## config.mk

```make
export PLATFORM = sky130hd
export DESIGN_NAME = radio_power_request_arbiter
export DESIGN_NICKNAME = d
export VERILOG_FILES = /design/src/rtl/rpa_pkg.sv /design/src/rtl/rpa_in_stage.sv /design/src/rtl/rpa_core.sv /design/src/rtl/radio_power_request_arbiter.sv
export SDC_FILE = /design/constraint.sdc
export NUM_CORES = 1
export LEC_CHECK = 0
export ABC_AREA = 1
export BUFFER_PORTS_ARGS = -buffer_cell sky130_fd_sc_hd__buf_2
export CAP_MARGIN = 0
export CORE_MARGIN = 5
export CORE_UTILIZATION = 50
export CTS_BUF_LIST = sky130_fd_sc_hd__clkbuf_8
export DETAILED_ROUTE_END_ITERATION = 16
export PLACE_DENSITY = 0.8
export RECOVER_POWER = 100
export SLEW_MARGIN = 20
export SYNTH_ARGS = -nofsm -noshare
export SYNTH_HDL_FRONTEND = slang
export SYNTH_SLANG_ARGS = --single-unit
```

## constraint.sdc

```tcl
create_clock -name clk -period 2.7 [get_ports clk]
set_input_delay 0.27 -clock clk [delete_from_list [all_inputs] [get_ports clk]]
set_output_delay 0.27 -clock clk [all_outputs]
set_load 0.1 [all_outputs]
```

## src/rtl/rpa_pkg.sv

```systemverilog
`timescale 1ns / 1ps
// ----------------------------------------------------------------------------
// Radio power request arbiter package
// Shared types, action codes, field widths and reset values for the arbiter.
// ----------------------------------------------------------------------------
package rpa_pkg;

	// Default number of voting requesters and reset value of the retry delay.
	localparam int unsigned NUM_REQUESTERS_DEF = 8;
	localparam logic [15:0] RETRY_DELAY_RESET  = 16'd1000;

	// Field widths.
	localparam int unsigned ACTION_W    = 3;
	localparam int unsigned REQUESTER_W = 3;
	localparam int unsigned RSTATE_W    = 4;
	localparam int unsigned DELAY_W     = 16;

	// Radio state codes that carry a meaning of their own.
	localparam logic [RSTATE_W-1:0] RSTATE_OFF         = 4'd0;
	localparam logic [RSTATE_W-1:0] RSTATE_UNAVAILABLE = 4'd1;

	// Input actions.
	typedef enum logic [ACTION_W-1:0] {
		ACT_VOTE_ON      = 3'd0,
		ACT_VOTE_OFF     = 3'd1,
		ACT_CONFIRM_ON   = 3'd2,
		ACT_POWER_CYCLE  = 3'd3,
		ACT_REQUEST_DONE = 3'd4,
		ACT_TICK         = 3'd5,
		ACT_STATE_REPORT = 3'd6
	} action_t;

	// One input item.
	typedef struct packed {
		logic [ACTION_W-1:0]    action;
		logic [REQUESTER_W-1:0] requester;
		logic [RSTATE_W-1:0]    reported_state;
	} item_t;

	// Arbiter state apart from the vote mask, plus the per-item event flags.
	typedef struct packed {
		logic                  pending;
		logic                  target_on;
		logic                  queued;
		logic                  changed_while_pending;
		logic [DELAY_W-1:0]    retry_count;
		logic                  retry_active;
		logic                  cycle;
		logic [RSTATE_W-1:0]   last_state;
		logic [RSTATE_W-1:0]   shown_state;
		logic                  send;
		logic                  send_on;
		logic                  changed;
	} arb_t;

	// One result item.
	typedef struct packed {
		logic                power_wanted;
		logic                cycle_in_progress;
		logic                retry_armed;
		logic                request_pending;
		logic [RSTATE_W-1:0] public_state;
		logic                state_changed;
		logic                request_on;
		logic                send_request;
	} result_t;

	// Issue a new power request at the given level.
	function automatic arb_t arb_submit(arb_t s, logic on);
		arb_t r;
		r                       = s;
		r.queued                = 1'b0;
		r.target_on             = on;
		r.changed_while_pending = 1'b0;
		r.retry_active          = 1'b0;
		r.retry_count           = '0;
		r.pending               = 1'b1;
		r.send                  = 1'b1;
		r.send_on               = on;
		return r;
	endfunction

	// Request a level: queue it behind a pending request or issue it now.
	function automatic arb_t arb_request(arb_t s, logic on, logic repeat_ok);
		arb_t r;
		r = s;
		if (s.pending) begin
			if (repeat_ok || (s.target_on != on)) begin
				r.queued    = 1'b1;
				r.target_on = on;
			end
		end else begin
			r = arb_submit(s, on);
		end
		return r;
	endfunction

	// Compare the reported state with the wanted one and publish when settled.
	function automatic arb_t arb_check(arb_t s, logic votes_held, logic [DELAY_W-1:0] delay);
		arb_t r;
		logic wanted;
		r      = s;
		wanted = votes_held && !s.cycle;
		if (!r.pending) begin
			if ((r.last_state != RSTATE_OFF) == wanted) begin
				r.retry_active = 1'b0;
				r.retry_count  = '0;
			end else if (r.changed_while_pending) begin
				r = arb_submit(r, wanted);
			end else if (!r.retry_active) begin
				r.retry_active = 1'b1;
				r.retry_count  = (delay != '0) ? delay : DELAY_W'(1);
			end
		end
		if (!r.pending && !r.retry_active && (r.shown_state != r.last_state)) begin
			r.shown_state = r.last_state;
			r.changed     = 1'b1;
		end
		return r;
	endfunction

endpackage

```

## src/rtl/rpa_in_stage.sv

```systemverilog
`timescale 1ns / 1ps
// ----------------------------------------------------------------------------
// Arbiter input register
// Holds one accepted input item until the update logic takes it.
// ----------------------------------------------------------------------------
module rpa_in_stage import rpa_pkg::*; (
	input  logic  clk,
	input  logic  arst_n,
	input  logic  in_valid,
	output logic  in_ready,
	input  item_t in_item,
	output logic  valid_s1,
	output item_t item_s1,
	input  logic  take
);

	// The register refills in the same cycle that its item is taken.
	assign in_ready = !valid_s1 || take;

	// Valid flag of the input register.
	always_ff @(posedge clk or negedge arst_n) begin
		if (!arst_n) begin
			valid_s1 <= 1'b0;
		end else if (in_ready) begin
			valid_s1 <= in_valid;
		end
	end

	// Payload of the input register.
	always_ff @(posedge clk) begin
		if (in_ready && in_valid) begin
			item_s1 <= in_item;
		end
	end

endmodule

```

## src/rtl/rpa_core.sv

```systemverilog
`timescale 1ns / 1ps
// ----------------------------------------------------------------------------
// Arbiter update core
// Applies one item to the vote mask and request state and registers the result.
// ----------------------------------------------------------------------------
module rpa_core import rpa_pkg::*; #(
	parameter int unsigned NUM_REQUESTERS = NUM_REQUESTERS_DEF
) (
	input  logic               clk,
	input  logic               arst_n,
	input  logic               cfg_we,
	input  logic [DELAY_W-1:0] cfg_wdata,
	input  logic               valid_s1,
	input  item_t              item_s1,
	output logic               take,
	output logic               out_valid,
	input  logic               out_ready,
	output result_t            out_result
);

	logic [NUM_REQUESTERS-1:0] votes_q;
	logic [NUM_REQUESTERS-1:0] votes_nxt;
	logic [NUM_REQUESTERS-1:0] req_hit;
	logic [DELAY_W-1:0]        delay_q;
	arb_t                      arb_q;
	arb_t                      arb_nxt;
	result_t                   result_nxt;
	logic                      out_valid_q;
	result_t                   out_result_q;

	// An item moves on when the result register is free or being drained.
	assign take = valid_s1 && (!out_valid_q || out_ready);

	// One-hot decode of the requester; an index beyond the set hits nothing.
	always_comb begin
		for (int i = 0; i < NUM_REQUESTERS; i++) begin
			req_hit[i] = (32'(item_s1.requester) == 32'(i));
		end
	end

	// Next arbiter state for the item in the input register.
	always_comb begin
		logic was_wanted;
		arb_nxt         = arb_q;
		arb_nxt.send    = 1'b0;
		arb_nxt.send_on = 1'b0;
		arb_nxt.changed = 1'b0;
		votes_nxt       = votes_q;
		was_wanted      = (votes_q != '0) && !arb_q.cycle;
		case (action_t'(item_s1.action))
			ACT_VOTE_ON: begin
				if ((req_hit != '0) && ((votes_q & req_hit) == '0)) begin
					votes_nxt = votes_q | req_hit;
					if (!was_wanted) begin
						arb_nxt = arb_request(arb_nxt, 1'b1, 1'b0);
					end
				end
			end
			ACT_VOTE_OFF: begin
				if ((votes_q & req_hit) != '0) begin
					votes_nxt = votes_q & ~req_hit;
					if (!((votes_nxt != '0) && !arb_q.cycle)) begin
						arb_nxt = arb_request(arb_nxt, 1'b0, 1'b0);
					end
				end
			end
			ACT_CONFIRM_ON: begin
				if (was_wanted) begin
					arb_nxt = arb_request(arb_nxt, 1'b1, 1'b1);
				end
			end
			ACT_POWER_CYCLE: begin
				if ((arb_q.last_state != RSTATE_OFF) && !arb_q.cycle) begin
					arb_nxt.cycle = 1'b1;
					if (!arb_q.pending) begin
						arb_nxt = arb_submit(arb_nxt, 1'b0);
					end
				end
			end
			ACT_REQUEST_DONE: begin
				if (arb_q.pending) begin
					arb_nxt.pending = 1'b0;
					if (arb_q.queued) begin
						arb_nxt = arb_submit(arb_nxt, arb_q.target_on);
					end else begin
						arb_nxt = arb_check(arb_nxt, votes_q != '0, delay_q);
					end
				end
			end
			ACT_TICK: begin
				if (arb_q.retry_active) begin
					if (arb_q.retry_count != '0) begin
						arb_nxt.retry_count = arb_q.retry_count - DELAY_W'(1);
					end
					if (arb_nxt.retry_count == '0) begin
						arb_nxt.retry_active = 1'b0;
						arb_nxt = arb_submit(arb_nxt, was_wanted);
					end
				end
			end
			ACT_STATE_REPORT: begin
				if (item_s1.reported_state != RSTATE_UNAVAILABLE) begin
					if (arb_q.cycle && (item_s1.reported_state == RSTATE_OFF)) begin
						arb_nxt.cycle = 1'b0;
					end
					if (arb_q.pending) begin
						arb_nxt.changed_while_pending = 1'b1;
					end
					arb_nxt.last_state = item_s1.reported_state;
					arb_nxt = arb_check(arb_nxt, votes_q != '0, delay_q);
				end
			end
			default: begin
			end
		endcase
	end

	// Result fields as the state stands after the item.
	always_comb begin
		result_nxt.send_request      = arb_nxt.send;
		result_nxt.request_on        = arb_nxt.send_on;
		result_nxt.state_changed     = arb_nxt.changed;
		result_nxt.public_state      = arb_nxt.shown_state;
		result_nxt.request_pending   = arb_nxt.pending;
		result_nxt.retry_armed       = arb_nxt.retry_active;
		result_nxt.cycle_in_progress = arb_nxt.cycle;
		result_nxt.power_wanted      = (votes_nxt != '0) && !arb_nxt.cycle;
	end

	// Arbiter state registers.
	always_ff @(posedge clk or negedge arst_n) begin
		if (!arst_n) begin
			arb_q   <= '0;
			votes_q <= '0;
		end else if (take) begin
			arb_q   <= arb_nxt;
			votes_q <= votes_nxt;
		end
	end

	// Retry delay register; the user must write it only while the block is idle, the block does not enforce this.
	always_ff @(posedge clk or negedge arst_n) begin
		if (!arst_n) begin
			delay_q <= RETRY_DELAY_RESET;
		end else if (cfg_we) begin
			delay_q <= cfg_wdata;
		end
	end

	// Result register valid flag.
	always_ff @(posedge clk or negedge arst_n) begin
		if (!arst_n) begin
			out_valid_q <= 1'b0;
		end else if (!out_valid_q || out_ready) begin
			out_valid_q <= valid_s1;
		end
	end

	// Result register payload.
	always_ff @(posedge clk) begin
		if (take) begin
			out_result_q <= result_nxt;
		end
	end

	assign out_valid  = out_valid_q;
	assign out_result = out_result_q;

endmodule

```

## src/rtl/radio_power_request_arbiter.sv

```systemverilog
`timescale 1ns / 1ps
// ----------------------------------------------------------------------------
// Radio power request arbiter
// Collects power votes, keeps one power request outstanding and publishes
// the radio state once the radio has settled.
// ----------------------------------------------------------------------------
// The block takes one item per clock cycle while the output is not stalled and
// returns exactly one result for each: an item passes through the input register
// and then through the update logic into the result register. The rate is set
// by that single update pass, which reads and writes all arbiter state. There is
// no clearing pass after reset. The user must write the retry delay through
// cfg_we and cfg_wdata only while no item is in flight; the block does not
// enforce this. A delay of zero behaves as one tick.
module radio_power_request_arbiter import rpa_pkg::*; #(
	parameter int unsigned NUM_REQUESTERS = NUM_REQUESTERS_DEF
) (
	input  logic               clk,
	input  logic               arst_n,
	// Configuration write: retry delay in ticks.
	input  logic               cfg_we,
	input  logic [DELAY_W-1:0] cfg_wdata,
	// Input stream.
	input  logic               s_tvalid,
	output logic               s_tready,
	input  logic [7:0]         s_tdata,  // requester[2:0], reported_state[6:3], zero[7]
	input  logic [2:0]         s_tuser,  // action[2:0]
	// Result stream.
	output logic               m_tvalid,
	input  logic               m_tready,
	output logic [15:0]        m_tdata   // send_request[0], request_on[1],
	                                     // state_changed[2], public_state[6:3],
	                                     // request_pending[7], retry_armed[8],
	                                     // cycle_in_progress[9], power_wanted[10],
	                                     // zero[15:11]
);

	item_t   in_item;
	item_t   item_s1;
	logic    valid_s1;
	logic    take;
	result_t out_result;

	// Unpack the input transfer.
	assign in_item.action         = s_tuser;
	assign in_item.requester      = s_tdata[2:0];
	assign in_item.reported_state = s_tdata[6:3];

	rpa_in_stage u_in_stage (
		.clk      (clk),
		.arst_n   (arst_n),
		.in_valid (s_tvalid),
		.in_ready (s_tready),
		.in_item  (in_item),
		.valid_s1 (valid_s1),
		.item_s1  (item_s1),
		.take     (take)
	);

	rpa_core #(
		.NUM_REQUESTERS (NUM_REQUESTERS)
	) u_core (
		.clk        (clk),
		.arst_n     (arst_n),
		.cfg_we     (cfg_we),
		.cfg_wdata  (cfg_wdata),
		.valid_s1   (valid_s1),
		.item_s1    (item_s1),
		.take       (take),
		.out_valid  (m_tvalid),
		.out_ready  (m_tready),
		.out_result (out_result)
	);

	// Pack the result transfer.
	assign m_tdata = {5'b0, out_result};

endmodule
```

==> reports/qor.yml <==
groute.usage.overall_pct: 21.3
antenna_found_initial: 0
dieHeight_um: 113
worst_ep_required_time_ns: 2.97
min_delay_worst_endpoint: "u_in_stage.item_s1[5]"
outcome: "finished with violations"
overall_power_consumption_w: 0.00703
maxCapViolCount: 1
synth_async_sr_flop_share_pct: 72.7
dominantRegCellSynth: "dfrtp_1"
synth_enable_flop_cells: 21
r2r_setup_slack_ns: 0.31
worst_hold_path_type: "primary input to flip-flop"
tritoncts: "done"
post_route_cells_drive_above_1_share_pct: 13.1
timing.critical_path.to_type: "flip-flop"
grt_pass1_wl_um: 22100
cts.sinks: 77
max_freq_mhz: 419
cts_setup_buffers: 0
wl_per_cell_um: 13.9
rows: 37
grt_pass1_vias: 4680
core_um2: 10300
yosys_warnings: 0
cpMaxStageDelayCell: "edfxtp_1"
crit-reg2reg-launch: "u_in_stage.item_s1[5]"
rsz0062_at_grt: "no"
initial_core_util_pct: 51.1
final.setup.tns_ns: 0
synth_top_area_cell: "dfrtp_1"
reg2regPathDepth: 11
netlist.area_leader.share_pct: 23.7
critical_path_class: "flip-flop to flip-flop"
cp.arrival_ns: 2.66
layout_commonest_cell: "nand2_1"
layout_common_cells: "nand2_1, inv_1, o21ai_0, nor2_1, dfrtp_1"
buffer_ports.inserted: 43
post_synth_instance_area_um2: 5280
timing.critical_path.buf_inv: 2
syn2layout_area_growth_pct: 8.16
regToRegEndpoint: "u_core.arb_q[10]"
cts-buffers-inserted: 9
clkSlewWorstSetupHoldPaths_ns: 0.08
worstPathCellList: "inv_2 -> nand3_1 -> o22ai_1 -> nor2_2 -> nand3_2 -> nor2_1 -> nor2_1 -> inv_2 -> nor3_2 -> nand3_1 -> o21ai_0"
ioPinCount: 50
worstHoldPathCells: 1
post_synth_inst_count: 759
slew_limit_headroom_pct: -32.2
cts_root_buf: "clkbuf_8"
worst_setup_path_start_kind: "flip-flop"
antenna_left: 0
antenna_cells_inserted: 0
critical_path.max_fanout: 8
final_core_util_pct: 55.3
die_width_um: 113
worstHoldStart: "s_tdata[1]"
count_of_h_tree_levels_built_during_cts: 3
layout_worst_path_cycle_share_pct: 88.4
clk_path_buf_depth: 2
grt_start_max_net_pins: 38
synthesis.area_per_instance_um2: 6.95
clock-skew-final_ns: 0.00885
remaining_design_rule_violation_count: 0
dp_hpwl_um: 9710
grt_remaining_overflow: 0
synth-seq-cells: 77
final_weighted_congestion_of_routability_driven_global_placement: 0.949
cpLargestDelayFamily: "simple AND/OR/NAND/NOR gates"
crit_path_largest_cell_delay_ns: 0.46
detailedRoute.firstIterationViolations: 378
detail_route.first_pass.iterations: 5
design.die.area_um2: 12700
final-setup-viol-count: 0
clkLatencyLatePin_ns: 0.37
netlist-cell-type-count: 41
dr_total_vias: 5039
viasPerCell: 5.36
power_per_cell_area_nw_per_um2: 1230
worst_slew_pin_slew_ns: 1.98
cts-hold-fix-buffers: 0
power_leakage_nw: 2.72
timing_hold_violations_final: 0
final_net_count: 833
violated_checks: "max-capacitance violations, max-slew violations"
postCtsResizedCells: 0
final-max-slew-violation-count: 38
synth.yosys.seq_area_share_pct: 38.6
drt-total-wl_um: 13100
post_synth_main_area_contributors: "dfrtp_1, nand2_1, edfxtp_1"
power.ir.vdd_worst_v: 0.000614
period_needed_ns: 2.39
## cells in the mapped netlist, types with 2 or more instances
cell	count
nand4_1	21
o21ai_2	10
ha_1	2
clkbuf_1	14
nand3_2	3
nand2_1	246
o22ai_1	6
inv_2	19
nand3_1	40
nand3b_1	6
nor3_1	17
nor2_1	58
nor2_2	15
o211ai_1	5
edfxtp_1	21
xnor2_1	5
buf_2	2
buf_4	5
buf_6	4
nand2_2	4
xor2_1	4
dfrtp_1	50
nor2_4	5
o21ai_1	10
a21oi_1	28
o21ai_0	60
a31oi_1	3
nor4_1	4
o221ai_1	6
dfstp_2	6
nand2_4	2
inv_1	69
## worst max-delay path by stage
stage                       endpoint  slack, ns  cells past startpoint             startpoint
6_report            u_core.arb_q[10]       0.31                     11  u_in_stage.item_s1[5]
5_1_grt             u_core.arb_q[10]        0.1                     11  u_in_stage.item_s1[5]
4_1_cts        u_core.out_result[10]       0.38                      8  u_in_stage.item_s1[7]
3_5_place_dp   u_core.out_result[10]       0.39                      8  u_in_stage.item_s1[7]
3_3_place_gp   u_core.out_result[10]       0.37                      8  u_in_stage.item_s1[7]
2_1_floorplan  u_in_stage.item_s1[0]       0.02                      3       u_core.out_valid
## worst register-to-register path, stage by stage (launching register included)
cell and delay [ns]:
edfxtp_1 0.46, inv_2 0.11, nand3_1 0.15, o22ai_1 0.22, nor2_2 0.09, nand3_2 0.08
nor2_1 0.04, nor2_1 0.41, inv_2 0.12, nor3_2 0.39, nand3_1 0.12, o21ai_0 0.12
## registers in the layout, indices dropped and copies added, names as in the netlist
register and cells:
u_core.arb_q 30, u_core.delay_q 16, u_core.out_result 11, u_in_stage.item_s1 10
u_core.votes_q 8, u_core.out_valid 1, u_in_stage.valid_s1 1
## through the flow
step | worst slack [ns] | cells | instance area (µm²) | hold WS [ns]
after floorplan | 0.0205 | 763 | 5290 | -0.0256
after global placement | 0.370 | 924 | 5590 | 0.404
after detailed placement | 0.392 | 924 | 5590 | 0.413
after CTS | 0.381 | 940 | 5780 | 0.00832
after global routing | 0.0968 | 940 | 5710 | 0.0515
final | 0.312 | 940 | 5710 | 0.0722
## layer usage
layer  up-vias  part of all wire, %  track usage (%)
li1       2575                    -                -
met1      2282                   47             30.1
met2       159                   44             32.1
met3        23                  7.3             4.33
met4         0                  1.8             8.25
met5         -                    0                0
## where the power goes
| part | switching [W] | internal (W) |
|---|---|---|
| registers | 0.000265 | 0.00148 |
| clock network | 0.000470 | 0.000430 |
| logic | 0.00312 | 0.00126 |
| total | 0.00386 | 0.00317 |
## cells by family after synthesis
kind of cell             after synthesis  share of synthesized area (%)
other                                  1                         0.0711
AO/OA/AOI/OAI                        131                           14.3
buffers and inverters                114                           9.08
AND/OR/NAND/NOR                      425                           35.9
flip-flops                            77                           38.6
adder cells (fa/ha/maj)                2                          0.474
XOR/XNOR                               9                           1.49
## final cells by class
cell class	count	area [µm²]
Clock buffer	9	124
Clock inverter	7	72.6
Fill cell	1011	4620
Inverter	89	334
Multi-Input combinational cell	572	2730
Sequential cell	77	2040
Tap cell	136	170
Timing Repair Buffer	50	234
Power figures use the tool's default switching activity.
